$ cat src/design/nnsp_front.sv
// input stage: takes point transactions, trims coordinates, hands items to the queue
module nnsp_front #(
    parameter int CW = 32
) (
    input  logic            clk,
    input  logic            rst_n,
    input  logic            s_valid,
    output logic            s_ready,
    input  logic [95:0]     s_data,
    input  logic            s_last,
    output logic            q_valid,
    input  logic            q_ready,
    output logic [3*CW:0]   q_item
);

    logic          valid_reg;
    logic          valid_next;
    logic [3*CW:0] item_reg;

    assign s_ready = !valid_reg || q_ready;
    assign q_valid = valid_reg;
    assign q_item  = item_reg;

    always_comb
    begin
        valid_next = valid_reg;
        if (s_ready)
        begin
            valid_next = s_valid;
        end
    end

    always_ff @(posedge clk or negedge rst_n)
    begin
        if (!rst_n)
        begin
            valid_reg <= 1'b0;
        end
        else
        begin
            valid_reg <= valid_next;
        end
    end

    // keep only the low coordinate bits, sign comes from the top kept bit
    always_ff @(posedge clk)
    begin
        if (s_ready && s_valid)
        begin
            item_reg <= {s_last, s_data[64 +: CW], s_data[32 +: CW], s_data[0 +: CW]};
        end
    end

endmodule

$ cat config.mk
export PLATFORM = sky130hd
export DESIGN_NAME = nnsp_front
export DESIGN_NICKNAME = d
export VERILOG_FILES = /design/src/design/nnsp_front.sv
export SDC_FILE = /design/constraint.sdc
export NUM_CORES = 1
export LEC_CHECK = 0
export BUFFER_PORTS_ARGS = -buffer_cell sky130_fd_sc_hd__buf_2
export CELL_PAD_IN_SITES_DETAIL_PLACEMENT = 0
export CELL_PAD_IN_SITES_GLOBAL_PLACEMENT = 1
export CORE_MARGIN = 4
export CORE_UTILIZATION = 32
export CTS_CLUSTER_SIZE = 28
export DETAILED_ROUTE_END_ITERATION = 10
export PLACE_DENSITY = 0.88
export SLEW_MARGIN = 20
export SYNTH_ARGS = -nofsm -noshare
export SYNTH_HDL_FRONTEND = slang
export SYNTH_SLANG_ARGS = --single-unit
$ cat constraint.sdc
create_clock -name clk -period 2.1 [get_ports clk]
set_input_delay 0.63 -clock clk [delete_from_list [all_inputs] [get_ports clk]]
set_output_delay 0.63 -clock clk [all_outputs]
set_load 0.03 [all_outputs]
Word-level counts from Yosys, hierarchy flattened
Cells that the tools add are included.
{"block": "totals", "register_bits": 98, "in_bits": 101, "output_inout_bits": 99}
{"block": "op_classes", "n_reduce_logical": 3}
{"operator": "1-bit logical AND", "count": 1}
{"operator": "1-bit logical NOT", "count": 1}
{"operator": "1-bit logical OR", "count": 1}

Logic depth before layout (Yosys ltp)
{"block": "logic_depth", "word_depth": 3, "ltp_mapped": 2, "ltp_nobuf": 2}

Least setup slack after synthesis
OpenSTA, ideal clock, no wires.
{"block": "synth_path", "path_type": "input -> register", "startpoint": "in q_ready", "endpoint": "reg item_reg[0] (netlist: q_item[0]), enable pin", "t_arrival_ns": 1.583, "slack_ns": 0.129, "n_path_buf": 0, "setup_time_ns": 0.388, "cell_stages": 2, "path_cell_list": "nand2b_4 -> and2_4"}
{"block": "synth_between", "elab_chain_cells": 2}
{"item": "start, declared", "line_no": "12", "source": "input logic q_ready,"}
{"item": "1-bit logical OR", "line_no": "20", "source": "assign s_ready = !valid_reg || q_ready;"}
{"item": "1-bit logical AND", "line_no": "48", "source": "if (s_ready && s_valid)"}
{"item": "end signal, assigned", "line_no": "50", "source": "item_reg <= {s_last, s_data[64 +: CW], s_data[32 +: CW], s_data[0 +: CW]};"}
{"item": "end, declared", "line_no": "18", "source": "logic [3*CW:0] item_reg;"}
No other way between the ends.
A chain may end at the register's enable or synchronous reset.

Final worst setup path
{"block": "layout_path", "startpoint": "reg valid_reg (netlist: q_valid)", "endpoint": "out s_ready"}
{"block": "layout_between", "elab_chain_cells": 2}
{"item": "start, declared", "line_no": "16", "source": "logic valid_reg;"}
{"item": "start signal, assigned", "line_no": "41", "source": "valid_reg <= valid_next;"}
{"item": "1-bit logical NOT", "line_no": "20"}
{"item": "1-bit logical OR", "line_no": "20"}
{"item": "end, declared", "line_no": "8", "source": "output logic s_ready,"}
No other way between the ends.

==> metrics.sh <==
SYNTH_TOP_CELLS_BY_AREA='sky130_fd_sc_hd__edfxtp_1 98%, sky130_fd_sc_hd__dfrtp_1 0.84%, sky130_fd_sc_hd__nand2b_4 0.46%, sky130_fd_sc_hd__and2_4 0.30%, sky130_fd_sc_hd__nand2b_1 0.21%'
PLACE_INST=410
VIAS_PER_CELL=4.23
GRT_PASS1_WL_UM=10500
MAXSLEWVIOLCOUNT=0
MAXCAPVIOLATIONS=0
N_ANTENNA_CELL=0
DESIGN_POWER_TOTAL_mW=3.80
WL_PER_CELL_UM=16.2
IR_DROP_uV=411
FMAX_GHz=0.599
PERIOD_SHARE=0.796
STARTING_DENSITY_OF_THE_CORE=0.334
CTSROOTBUFFERMASTER='sky130_fd_sc_hd__clkbuf_8'
CRIT_PATH_CATEGORY='reg2out'
SYNTH_NETS=202
REG2REG_FROM='q_valid'
CLK_LATENCY_PS=350
PWR_DENSITY_CELL_nW_PER_UM2=881
ROUTE.VIAS.TOTAL=1805
NUMBER_OF_ENDPOINTS_FAILING_SETUP_AT_THE_FINAL_STAGE=0
FLOORPLAN.ROWS=34
SYNTHDOMINANTAREACELLTYPE='sky130_fd_sc_hd__edfxtp_1'
LAYOUT.CELLS.MOST_COMMON_LIST='199 x sky130_fd_sc_hd__buf_2, 97 x sky130_fd_sc_hd__edfxtp_1, 9 x sky130_fd_sc_hd__clkbuf_8, 3 x sky130_fd_sc_hd__clkinvlp_4'
REG2REGPATHDEPTH=3
TIMING.CRITICAL_PATH.CELLS='nand2b_4, buf_2'
FIRST_GLOBAL_VIAS=2004
DRT-INITIAL-DRC-COUNT=45
CTS.PATH.MAX_BUFFERS=2
POSTSYNTHAREAPERCELL_UM2=29.4
TIMING.CRITICAL_PATH.FROM_TYPE='flop'
CP-END-KIND='output port'
TIMING.CRITICAL_PATH.FANOUT_MAX=3
REG2REG_TO='q_item[82]'
RSZ_0062_RAISED_AFTER_GLOBAL_ROUTING='false'
TIMING.CRITICAL_PATH.SLOWEST_CELL_DELAY_PS=410
DIE_H_UM=104
CTS_RESIZED=0
DETAILED_PLACE_HPWL_UM=5510
DRT_DRC_VIOLATIONS_LEFT=0
SLEW-LIMIT-HEADROOM=0.827
WORST_PATH_MAX_DELAY_CELL='sky130_fd_sc_hd__dfrtp_1'
NUMCTSBUFFERS=9
REGTOREGSETUPSLACK_PS=830
POST_LAYOUT_NONFILLER_INSTANCES=427
CTS_TREE='done'
WORST_SLEW_PIN_SLEW_PS=259
TRITONCTS_SINK_COUNT=98
CTS.REPORTEDPATHS.CLKPINSLEW_PS=90
DRT-TOTAL-WL_UM=6930
NUMBER_OF_WARNINGS_REPORTED_IN_THE_YOSYS_SYNTHESIS_LOG=0
CAPTURE_ENDPOINT_OF_THE_WORST_HOLD_PATH='q_item[34]'
CLOCK_SKEW_PS=12.1
TRACK_USAGE=0.127
POSTROUTEANTENNANETS=0
DETAILEDROUTE.FIRSTPASSITERATIONCOUNT=4
CTS_MAX_LEVEL=3
CRITICAL_PATH_ARRIVAL_PS=1040
SYNTH_AREA_UM2=2970
FLOORPLAN.DIE_AREA_UM2=10900
CORE_UM2=8890
SHARE_OF_FINAL_LAYOUT_STANDARD_CELLS_STRONGER_THAN_DRIVE_STRENGTH_1=0.677
FINAL_PERIOD_MINUS_WORST_SETUP_SLACK_PS=1670
STATUS='finished, final reports clean'
ANTENNA_FOUND_INITIAL=3
YS_SEQ_ELEMENTS=98
FLOW.AREA_GROWTH_FROM_SYNTHESIS_PCT=45.3
YS_SEQ_AREA_FRAC=0.990
HOLDCRITPATHCLASS='in2reg'
MOSTFREQUENTLAYOUTCELL='sky130_fd_sc_hd__buf_2'
FINALHOLDVIOLATIONS=0
TOTALNEGATIVESETUPSLACK_PS=0
FINAL_NET_COUNT=415
POWER_LEAKAGE_nW=1.83
YS_TYPES=5
PORTBUFFERS=199
GRT_MAX_DEGREE=50
WORST_HOLD_PATH.NUM_CELLS=1
YOSYS.AREA.TOP_TYPE_SHARE=0.982
GP_CONGESTION=0.705
FINAL.FILL_COUNT=781
WORST_EP_REQUIRED_TIME_PS=1470
CHIPWIDTH_UM=104
WORST_HOLD_STARTPOINT='s_data[34]'
PIN_COUNT=200
GLOBALROUTE.TOTALOVERFLOW=0
SYN_INST=101
layer usage:
layer,up-vias,track usage,routed length (um)
met5,-,0,45
li1,831,-,-
met3,13,0.0782,846
met1,846,0.128,2340
met2,109,0.218,3610
met4,6,0.0399,89
stage by stage:
stage | instance area, um^2 | utilization | hold slack, ps | worst slack, ps
after floorplan | 2970 | - | 334 | 129
after global placement | 4140 | 0.465 | 405 | 442
after detailed placement | 4140 | 0.465 | 405 | 436
after CTS | 4300 | 0.484 | 6.36 | 406
after global routing | 4310 | 0.485 | 412 | 379
final | 4310 | 0.485 | 446 | 429
flip-flops by register name, indices dropped and copies added, names as in the netlist:
register and flops:
q_item 97, q_valid 1
report_power, final:
part / internal, mW / switching (mW) / total [mW]
Sequential: 2.28 / 0.0242 / 2.30
Clock: 0.426 / 0.604 / 1.03
Combinational: 0.146 / 0.321 / 0.468
cells in the mapped netlist, drive strengths merged:
| master | number |
|---|---|
| nand2b | 2 |
| and2 | 1 |
| dfrtp | 1 |
| edfxtp | 97 |
final cells by class:
type                       instances  area [um^2]  area share
clock buffer                      11          131      0.0305
clock inverter                     5         31.3     0.00726
multi-input combinational          3         28.8     0.00668
sequential                        98         2940       0.682
tap                              108          135      0.0313
timing repair buffer             202         1050       0.243
logic make-up after synthesis:
family | after synthesis | share of synthesized area
DFF | 98 | 0.990
and+or+nand+nor | 3 | 0.00970
worst max-delay path: cells and delay by family, from the launching register on:
| kind | cells | cell delay (ps) |
|---|---|---|
| flip-flops | 1 | 410 |
| AND/OR/NAND/NOR | 1 | 80 |
| buffers and inverters | 1 | 190 |
worst max path at each step:
| stage | start | to | cells after the start |
|---|---|---|---|
| 2_1_floorplan | q_ready | q_item[0] | 2 |
| 6_report | q_valid | s_ready | 2 |
| 4_1_cts | q_valid | s_ready | 2 |
| 5_1_grt | q_valid | s_ready | 2 |
| 3_3_place_gp | q_ready | s_ready | 3 |
| 3_5_place_dp | q_ready | s_ready | 3 |
repair_timing:
item	in CTS	in global routing
endpoints found under the hold margin	0	1
hold buffers	0	1
setup buffers	0	0
No activity file was read; power rests on OpenSTA's default activity.
