### src/design/nnsp_queue.sv
// short fifo between the input stage and the compute engine
module nnsp_queue #(
    parameter int W = 97
) (
    input  logic         clk,
    input  logic         rst_n,
    input  logic         push_valid,
    output logic         push_ready,
    input  logic [W-1:0] push_data,
    output logic         pop_valid,
    input  logic         pop_ready,
    output logic [W-1:0] pop_data
);

    localparam int DEPTH = 4;
    localparam int PW    = $clog2(DEPTH);

    logic [W-1:0]  mem [DEPTH];
    logic [PW-1:0] wr_ptr_reg;
    logic [PW-1:0] rd_ptr_reg;
    logic [PW:0]   count_reg;
    logic          push;
    logic          pop;

    assign push_ready = count_reg != (PW+1)'(DEPTH);
    assign pop_valid  = count_reg != '0;
    assign pop_data   = mem[rd_ptr_reg];
    assign push       = push_valid && push_ready;
    assign pop        = pop_valid && pop_ready;

    always_ff @(posedge clk or negedge rst_n)
    begin
        if (!rst_n)
        begin
            wr_ptr_reg <= '0;
            rd_ptr_reg <= '0;
            count_reg  <= '0;
        end
        else
        begin
            if (push)
            begin
                wr_ptr_reg <= wr_ptr_reg + 1'b1;
            end
            if (pop)
            begin
                rd_ptr_reg <= rd_ptr_reg + 1'b1;
            end
            if (push && !pop)
            begin
                count_reg <= count_reg + 1'b1;
            end
            else if (pop && !push)
            begin
                count_reg <= count_reg - 1'b1;
            end
        end
    end

    always_ff @(posedge clk)
    begin
        if (push)
        begin
            mem[wr_ptr_reg] <= push_data;
        end
    end

endmodule

### config.mk
export PLATFORM = sky130hd
export DESIGN_NAME = nnsp_queue
export DESIGN_NICKNAME = d
export VERILOG_FILES = /design/src/design/nnsp_queue.sv
export SDC_FILE = /design/constraint.sdc
export NUM_CORES = 1
export LEC_CHECK = 0
export BUFFER_PORTS_ARGS = -buffer_cell sky130_fd_sc_hd__buf_4
export CORE_UTILIZATION = 55
export CTS_CLUSTER_SIZE = 16
export DETAILED_ROUTE_END_ITERATION = 10
export HOLD_SLACK_MARGIN = 0.15
export PLACE_DENSITY = 0.73
export REMOVE_ABC_BUFFERS = 1
export SYNTH_ARGS = -nofsm -noshare
export SYNTH_HDL_FRONTEND = slang
export SYNTH_SLANG_ARGS = --single-unit
### constraint.sdc
create_clock -name clk -period 11.1 [get_ports clk]
set_clock_uncertainty 0.15 [all_clocks]
set_input_delay 0.555 -clock clk [delete_from_list [all_inputs] [get_ports clk]]
set_output_delay 0.555 -clock clk [all_outputs]
set_load 0.02 [all_outputs]
* Word level (Yosys, flattened, before mapping)
Memories as Yosys holds them, arrays and structs flattened. Cells that the tools add are included.
Storage, ports and cells: register bits after elaboration 7, memories 1, bits in writable memories 388
Memory list:
- mem | words 4, bits a word 97, rd ports 1, clocked after memory_dff 0, write ports 1, line 18 | logic [W-1:0] mem [DEPTH];
Operators by class: muxes and demuxes 4, add/subtract/negate cells 4, reductions and logical operators 8, equal/unequal tests 1
Operators with widths (count):
- $mux 3 | 2
- $add 2x1->2 const B | 2
- $logic_and 1x1->1 | 4
- $add 3x1->3 const B | 1
- $ne 3x3->1 const B | 1
- $reduce_bool 3->1 | 1
- $sub 3x1->3 const B | 1
- $logic_not 1->1 | 2
- $mux 1 | 2
- $reduce_bool 2->1 | 1

* Depth between registers and ports, before layout
Gate-level depths: netlist of the first run.
word-level depth 6, gate-level depth with buffers 8, gate-level depth less buffers 8

* Least setup slack after synthesis of the first run
No wires, ideal clock.
kind input -> register, start point input push_valid, end point memory mem[0][0], enable pin, stages 2, arrival time 3106 ps, data required time 10483 ps, setup time 467 ps, buffers on the path 0, slack 7377 ps, cells stage by stage a21boi_2 > and2_1
Between the ends: cells in the longest elaborated chain, start to end 3
Ends and longest elaborated chain:
- start: declaration | line 7 | input logic push_valid,
- $logic_and 1x1->1 | line 28 | assign push = push_valid && push_ready;
- $mux 1 | line 62 | if (push)
- $mux 1 (implied by the code) | line 64 | mem[wr_ptr_reg] <= push_data;
- end: declaration | line 18
Every way passes these cells.

* Final worst setup path of the first run
start point register rd_ptr_reg[0], end point output pop_data[35]
Between the ends: cells in the longest elaborated chain, start to end 1
Ends and longest elaborated chain:
- start: declaration | line 20 | logic [PW-1:0] rd_ptr_reg;
- start signal: assignment | line 47 | rd_ptr_reg <= rd_ptr_reg + 1'b1;
- $mem_v2 4x97
- end: declaration | line 12 | output logic [W-1:0] pop_data
Every way passes these cells.

==> results of run 1 <==
==> final timing paths <==
kind	startpoint	to	slack [ns]	cells after the start
max reg2reg	count_reg[0]	mem[2][40]	8.23	4
min	rst_n	count_reg[2]	0.23	2
max	rd_ptr_reg[0]	pop_data[35]	7.59	3
max in group asynchronous	rst_n	rd_ptr_reg[0]	10.41	2
min in group clk	pop_ready	rd_ptr_reg[1]	0.23	3
min reg2reg	count_reg[2]	count_reg[2]	0.41	1
==> metal layers <==
metal  global-route usage [%]  share of wire (%)  vias to the layer above
met5                        0                  0                        -
met1                     28.0                 40                     3576
met2                     35.5                 51                      244
met3                     4.34                6.5                       43
li1                         -                  -                     2983
met4                     5.77                1.8                        0
==> kinds of logic after synthesis <==
logic type	Yosys count	share of synthesized area [%]
muxes	99	15.4
xor gates and xnor gates	6	0.366
buffers and inverters	25	1.00
adders and majority gates	6	0.574
AOI/OAI and AO/OA	1	0.0783
DFF	395	82.3
and+or+nand+nor	10	0.357
==> per-stage QoR <==
| stage | instances | setup slack, ns | hold WS (ns) | power [mW] | instance area [sq um] |
|---|---|---|---|---|---|
| 5_1_grt | 1224 | 7.39 | 0.225 | 5.16 | 18400 |
| 3_5_place_dp | 1056 | 8.06 | 0.225 | 3.74 | 16200 |
| 4_1_cts | 1224 | 7.50 | 0.207 | 5.00 | 18400 |
| 3_3_place_gp | 1056 | 8.08 | 0.224 | 3.70 | 16200 |
| 2_1_floorplan | 520 | 5.85 | 0.109 | 3.16 | 14200 |
| 6_report | 1224 | 7.59 | 0.227 | 4.94 | 18400 |
==> timing repair <==
action / CTS / global route
endpoints found under the hold margin: 395 / 0
resized for setup: 0 / 0
hold buffers: 98 / 0
==> Yosys cell counts <==
cell        n  share of area [%]
edfxtp_1  388                 81
mux4_2     97                 15
buf_2      12               0.42
dfrtp_1     7                1.2
clkbuf_1    6               0.16
ha_1        5               0.44
and2_1      4               0.17
xnor2_1     4               0.24
inv_1       3              0.078
buf_6       2               0.16
mux2_2      2               0.16
nand2_1     2              0.052
nor2_1      2              0.052
xor2_1      2               0.12
a21boi_2    1              0.078
buf_12      1               0.14
buf_4       1              0.052
fa_1        1               0.14
nand3_1     1              0.035
or3_1       1              0.044
==> area by class of cell <==
type,instances,area (sq um),share of cell area [%]
clock inverters,18,131,0.714
multi-input cells,122,2410,13.1
clock buffers,52,1070,5.80
well taps,330,413,2.24
repair buffers,304,2530,13.7
inverters,3,11.3,0.0612
flip-flops and latches,395,11800,64.3
==> power groups by stage <==
| stage | Clock [mW] | Sequential [mW] | Combinational, mW |
|---|---|---|---|
| 2_1_floorplan | 0 | 2.20 | 0.961 |
| 6_report | 1.23 | 2.08 | 1.63 |
| 5_1_grt | 1.31 | 2.11 | 1.74 |
| 3_3_place_gp | 0 | 2.09 | 1.61 |
| 3_5_place_dp | 0 | 2.12 | 1.63 |
| 4_1_cts | 1.25 | 2.09 | 1.66 |
==> flow_summary.ini, run 1 <==
[sta]
worstMarginPinSlew_ns = 1.17
period_needed_ns = 3.51
setup_viol = 0
max-slew-margin-rel_pct = 22.1
rsz0062_at_grt = no
hold_violations = 0
fin_setup_tns_ns = 0
fin_crit_sh_pct = 31.6
finalMaxSlewViolations = 0
max_freq_mhz = 285

[pwr]
power_frac_clock_pct = 24.8
p_sw_mw = 1.50
power_frac_comb_pct = 33.0
switching_share_pct = 30.4
leakagePower_nw = 6.35
powerDensity_nw_per_um2 = 269
p_seq_share_pct = 42.1
power.internal_mw = 3.44
ir_worst_vdd_v = 0.000240

[placed_design]
dpl.hpwl_um = 15100
port_buffers = 199
gp_congestion = 0.737

[worst_setup_path]
critical_path.top_delay_family = buffers and inverters
worstPathCellList = buf_4 -> mux4_2 -> buf_4
critPathSlowestCell = buf_4
endpoint_kind = output pin
worstPathBufferInverterCount = 2
critPathRequiredTime_ns = 10.40
critPathMaxFanout = 41
slowest_delay_ns = 0.72
crit_top_cell = buf_4
cp-start-kind = flip-flop
critPathKind = flip-flop to output pin
arrival_ns = 2.81

[floorplan]
std_cell_rows = 58
core_area_sq_um = 25400
fp.dieW_um = 164
die_h_um = 164
ioPinCount = 200
start_util_pct = 56.6
dieArea_sq_um = 26800

[logic_synthesis]
syn_inst = 542
netlist_area_sq_um = 14400
ys_ff_latch = 395
ys_seq_area_share_pct = 82.3
syn_avg_cell_area_sq_um = 26.5
yosysWarnings = 0
ys_types = 20

[cells_and_area]
most-common-layout-cells = edfxtp_1 (388), buf_4 (206), dlygate4sd3_1 (98)
post-route-util_pct = 72.4
nets = 973
fillers = 1478
mostFrequentLayoutCell = edfxtp_1
largest_register_ffs = 388
synthToLayoutAreaGrowth_pct = 28.0
drive_gt1_share_pct = 40.5
n_antenna_cell = 0

[detailed_routing]
firstDrtPassIters = 5
wl_per_cell_um = 22.2
ant_nets = 0
drtIter0Drc = 559
drc = 0
vias_per_cell = 5.59
wl_um = 27100
dr_total_vias = 6846

[clocking]
cts_buffers = 40
cts_max_path_buffers = 3
path_clk_slew_ns = 0.06
post_cts_buffers = 0
cts_tree = built
worst_skew_pair.late_latency_ns = 0.52
cts_max_level = 2
clkSinkCount = 395
cts_root_buffer = clkbuf_16

[status]
status = complete, no violations

[grt]
antenna_found_initial = 0
grt_pass1_vias = 7378
grt_max_degree = 79
grt_pass1_wl_um = 41200
grt_usage_pct = 21.0
grt_overflow = 0

[min_path]
hp-class = input pin to asynchronous set/reset pin

[job]
cap_violations = 0
Power figures use the tool's default switching activity.
==> inputs of run 2 (changes only) <==
--- a/config.mk
+++ b/config.mk
@@ -5,12 +5,13 @@
 export SDC_FILE = /design/constraint.sdc
 export NUM_CORES = 1
 export LEC_CHECK = 0
+export ABC_AREA = 1
 export BUFFER_PORTS_ARGS = -buffer_cell sky130_fd_sc_hd__buf_4
 export CORE_UTILIZATION = 55
 export CTS_CLUSTER_SIZE = 16
 export DETAILED_ROUTE_END_ITERATION = 10
 export HOLD_SLACK_MARGIN = 0.15
-export PLACE_DENSITY = 0.73
+export PLACE_DENSITY = 0.72
 export REMOVE_ABC_BUFFERS = 1
 export SYNTH_ARGS = -nofsm -noshare
 export SYNTH_HDL_FRONTEND = slang
==> constraint.sdc (replaced) <==
create_clock -name clk -period 3.6 [get_ports clk]
set_clock_uncertainty 0.15 [all_clocks]
set_input_delay 0.18 -clock clk [delete_from_list [all_inputs] [get_ports clk]]
set_output_delay 0.18 -clock clk [all_outputs]
set_load 0.02 [all_outputs]
==> run 2 against run 1 <==
Net effect: cell count increased by 56%; largest power group is now combinational cells; setup slack worse by 6.9 ns; critical path depth up 2; worst hold slack better by 0.018 ns.
==> flow_summary.ini, run 2 <==
[worst_setup_path]
critPathMaxFanout = 48
endpoint_kind = output pin
critPathSlowestCell = dfrtp_4
critPathKind = flip-flop to output pin
cp-start-kind = flip-flop
crit_top_cell = buf_4
critPathRequiredTime_ns = 3.27
arrival_ns = 2.57
slowest_delay_ns = 0.75
rr_worst_depth = 5
worstReg2RegStart = count_reg[0]
r2r-end = mem[3][49]
worstPathCellList = inv_6 -> buf_4 -> o211ai_1 -> nand2_1 -> buf_4
r2r_slack_ns = 1.22

[detailed_routing]
dr_total_vias = 9740
ant_nets = 0
wl_per_cell_um = 17.2
vias_per_cell = 5.11
firstDrtPassIters = 4
wl_um = 32900
drc = 0
drtIter0Drc = 509

[placed_design]
dpl_cell_area_sq_um = 18600
port_buffers = 199
place_ws_ns = 1.22
gp_congestion = 0.734
placed_cells = 1735
dpl.hpwl_um = 18600

[clocking]
cts_root_buffer = clkbuf_16
worst_skew_pair.late_latency_ns = 0.52
post_cts_buffers = 0
cts_max_path_buffers = 3
cts_max_level = 2
clkSinkCount = 395
path_clk_slew_ns = 0.06
cts_tree = built
cts_buffers = 41

[logic_synthesis]
netlist_area_sq_um = 16800
synth.most_common_cell = edfxtp_1
ys_ff_latch = 395
yosysTopAreaCell = edfxtp_1
synth-edff-count = 388
ys_top_cells_by_count = edfxtp_1 (388), nand2_1 (308), inv_1 (207)
synth_top_cell_area_share_pct = 69.5
ys_types = 20
yosysWarnings = 0
syn_inst = 1191
synthArstFlopShare_pct = 1.77
synth_flop_cell = edfxtp_1
synthTopCellsByArea = edfxtp_1 (70%), o211ai_2 (13%), nand2_1 (6.9%)
syn_avg_cell_area_sq_um = 14.1
ys_seq_area_share_pct = 70.6

[sta]
period_needed_ns = 2.90
fin_crit_sh_pct = 80.6
worstMarginPinSlew_ns = 0.882
rsz0062_at_grt = no
max-slew-margin-rel_pct = 41.2
max_freq_mhz = 345
hold_violations = 0
setup_viol = 0
holdWs_ns = 0.245
finalMaxSlewViolations = 0
fin_ws_ns = 0.699
fin_setup_tns_ns = 0

[grt]
grt_pass1_wl_um = 51000
grt_overflow = 0
antenna_found_initial = 1
grt_usage_pct = 21.2
grt_max_degree = 91
grt_pass1_vias = 9667

[job]
cap_violations = 0

[pwr]
powerDensity_nw_per_um2 = 831
leakagePower_nw = 8.51
ir_worst_vdd_v = 0.000615

[cells_and_area]
finalNonFillerCells = 1907
drive_gt1_share_pct = 29.9
most-common-layout-cells = edfxtp_1 (388), nand2_1 (308), buf_4 (208)
nets = 1596
synthToLayoutAreaGrowth_pct = 24.0
largest_register_ffs = 388
mostFrequentLayoutCell = edfxtp_1
fin_area_sq_um = 20800

[status]
status = complete, no violations

[floorplan]
start_util_pct = 56.2
die_h_um = 177
dieArea_sq_um = 31200
std_cell_rows = 63
ioPinCount = 200
core_area_sq_um = 29800
fp.dieW_um = 177

[min_path]
hold_path_depth = 2
hp-start = push_data[1]
hp-class = input pin to flip-flop
min_to = mem[2][1]
==> run 2: metrics by stage <==
| step | util (%) | power [mW] |
|---|---|---|
| after floorplan | - | 11.0 |
| after global placement | 62.3 | 13.4 |
| after detailed placement | 62.3 | 13.5 |
| after CTS | 69.7 | 17.4 |
| after global routing | 69.7 | 18.2 |
| final | 69.7 | 17.3 |
==> run 2: worst max-delay path: cells and delay by family (launching register included) <==
kind,cells,cell delay (ns)
AO/OA/AOI/OAI,1,0.13
buffers and inverters,3,1.06
flip-flops,1,0.75
AND/OR/NAND/NOR,1,0.09
==> run 2: repair_timing <==
item,CTS,global route
hold endpoints to repair,402,0
hold buffers,101,0
gates resized for setup,0,0
==> run 2: worst max path at each step <==
stage	startpoint	endpoint	slack, ns	cells past startpoint
floorplan	count_reg[0]	mem[0][0]	-2.07	4
global placement	rd_ptr_reg[1]	pop_data[72]	1.21	5
detailed placement	rd_ptr_reg[1]	pop_data[27]	1.22	5
CTS	rd_ptr_reg[1]	pop_data[70]	0.66	5
global route	rd_ptr_reg[1]	pop_data[54]	0.57	5
finish	rd_ptr_reg[1]	pop_data[72]	0.70	5
==> run 2: where the power goes <==
part           internal [mW]  switching, mW  total (mW)
clock network           2.18           1.61        3.79
registers               6.05          0.366        6.42
logic                   2.57           4.48        7.05
==> run 2: logic make-up after synthesis <==
| logic type | count (synthesis) | share of synthesized area [%] |
|---|---|---|
| fa+ha+maj | 6 | 0.493 |
| simple gates | 320 | 7.24 |
| buf+inv | 274 | 7.56 |
| xor+xnor | 1 | 0.0523 |
| compound gates | 195 | 14.1 |
| flops | 395 | 70.6 |
==> run 2: per-layer routing <==
layer | GRT usage (%) | part of all wire [%] | wire length, um
met1 | 27.9 | 44 | 14400
met2 | 35.9 | 49 | 16300
met3 | 4.03 | 4.9 | 1600
met4 | 5.71 | 1.7 | 561
met5 | 0 | 0 | 0
==> run 2: final cells by class <==
type,instances,area [sq um]
clock buffer,56,1120
sequential,395,11800
tap,390,488
clock inverter,14,66.3
antenna,1,2.50
fill,1994,9020
timing repair buffer,319,2770
multi-input combinational,522,3690
inverter,210,801
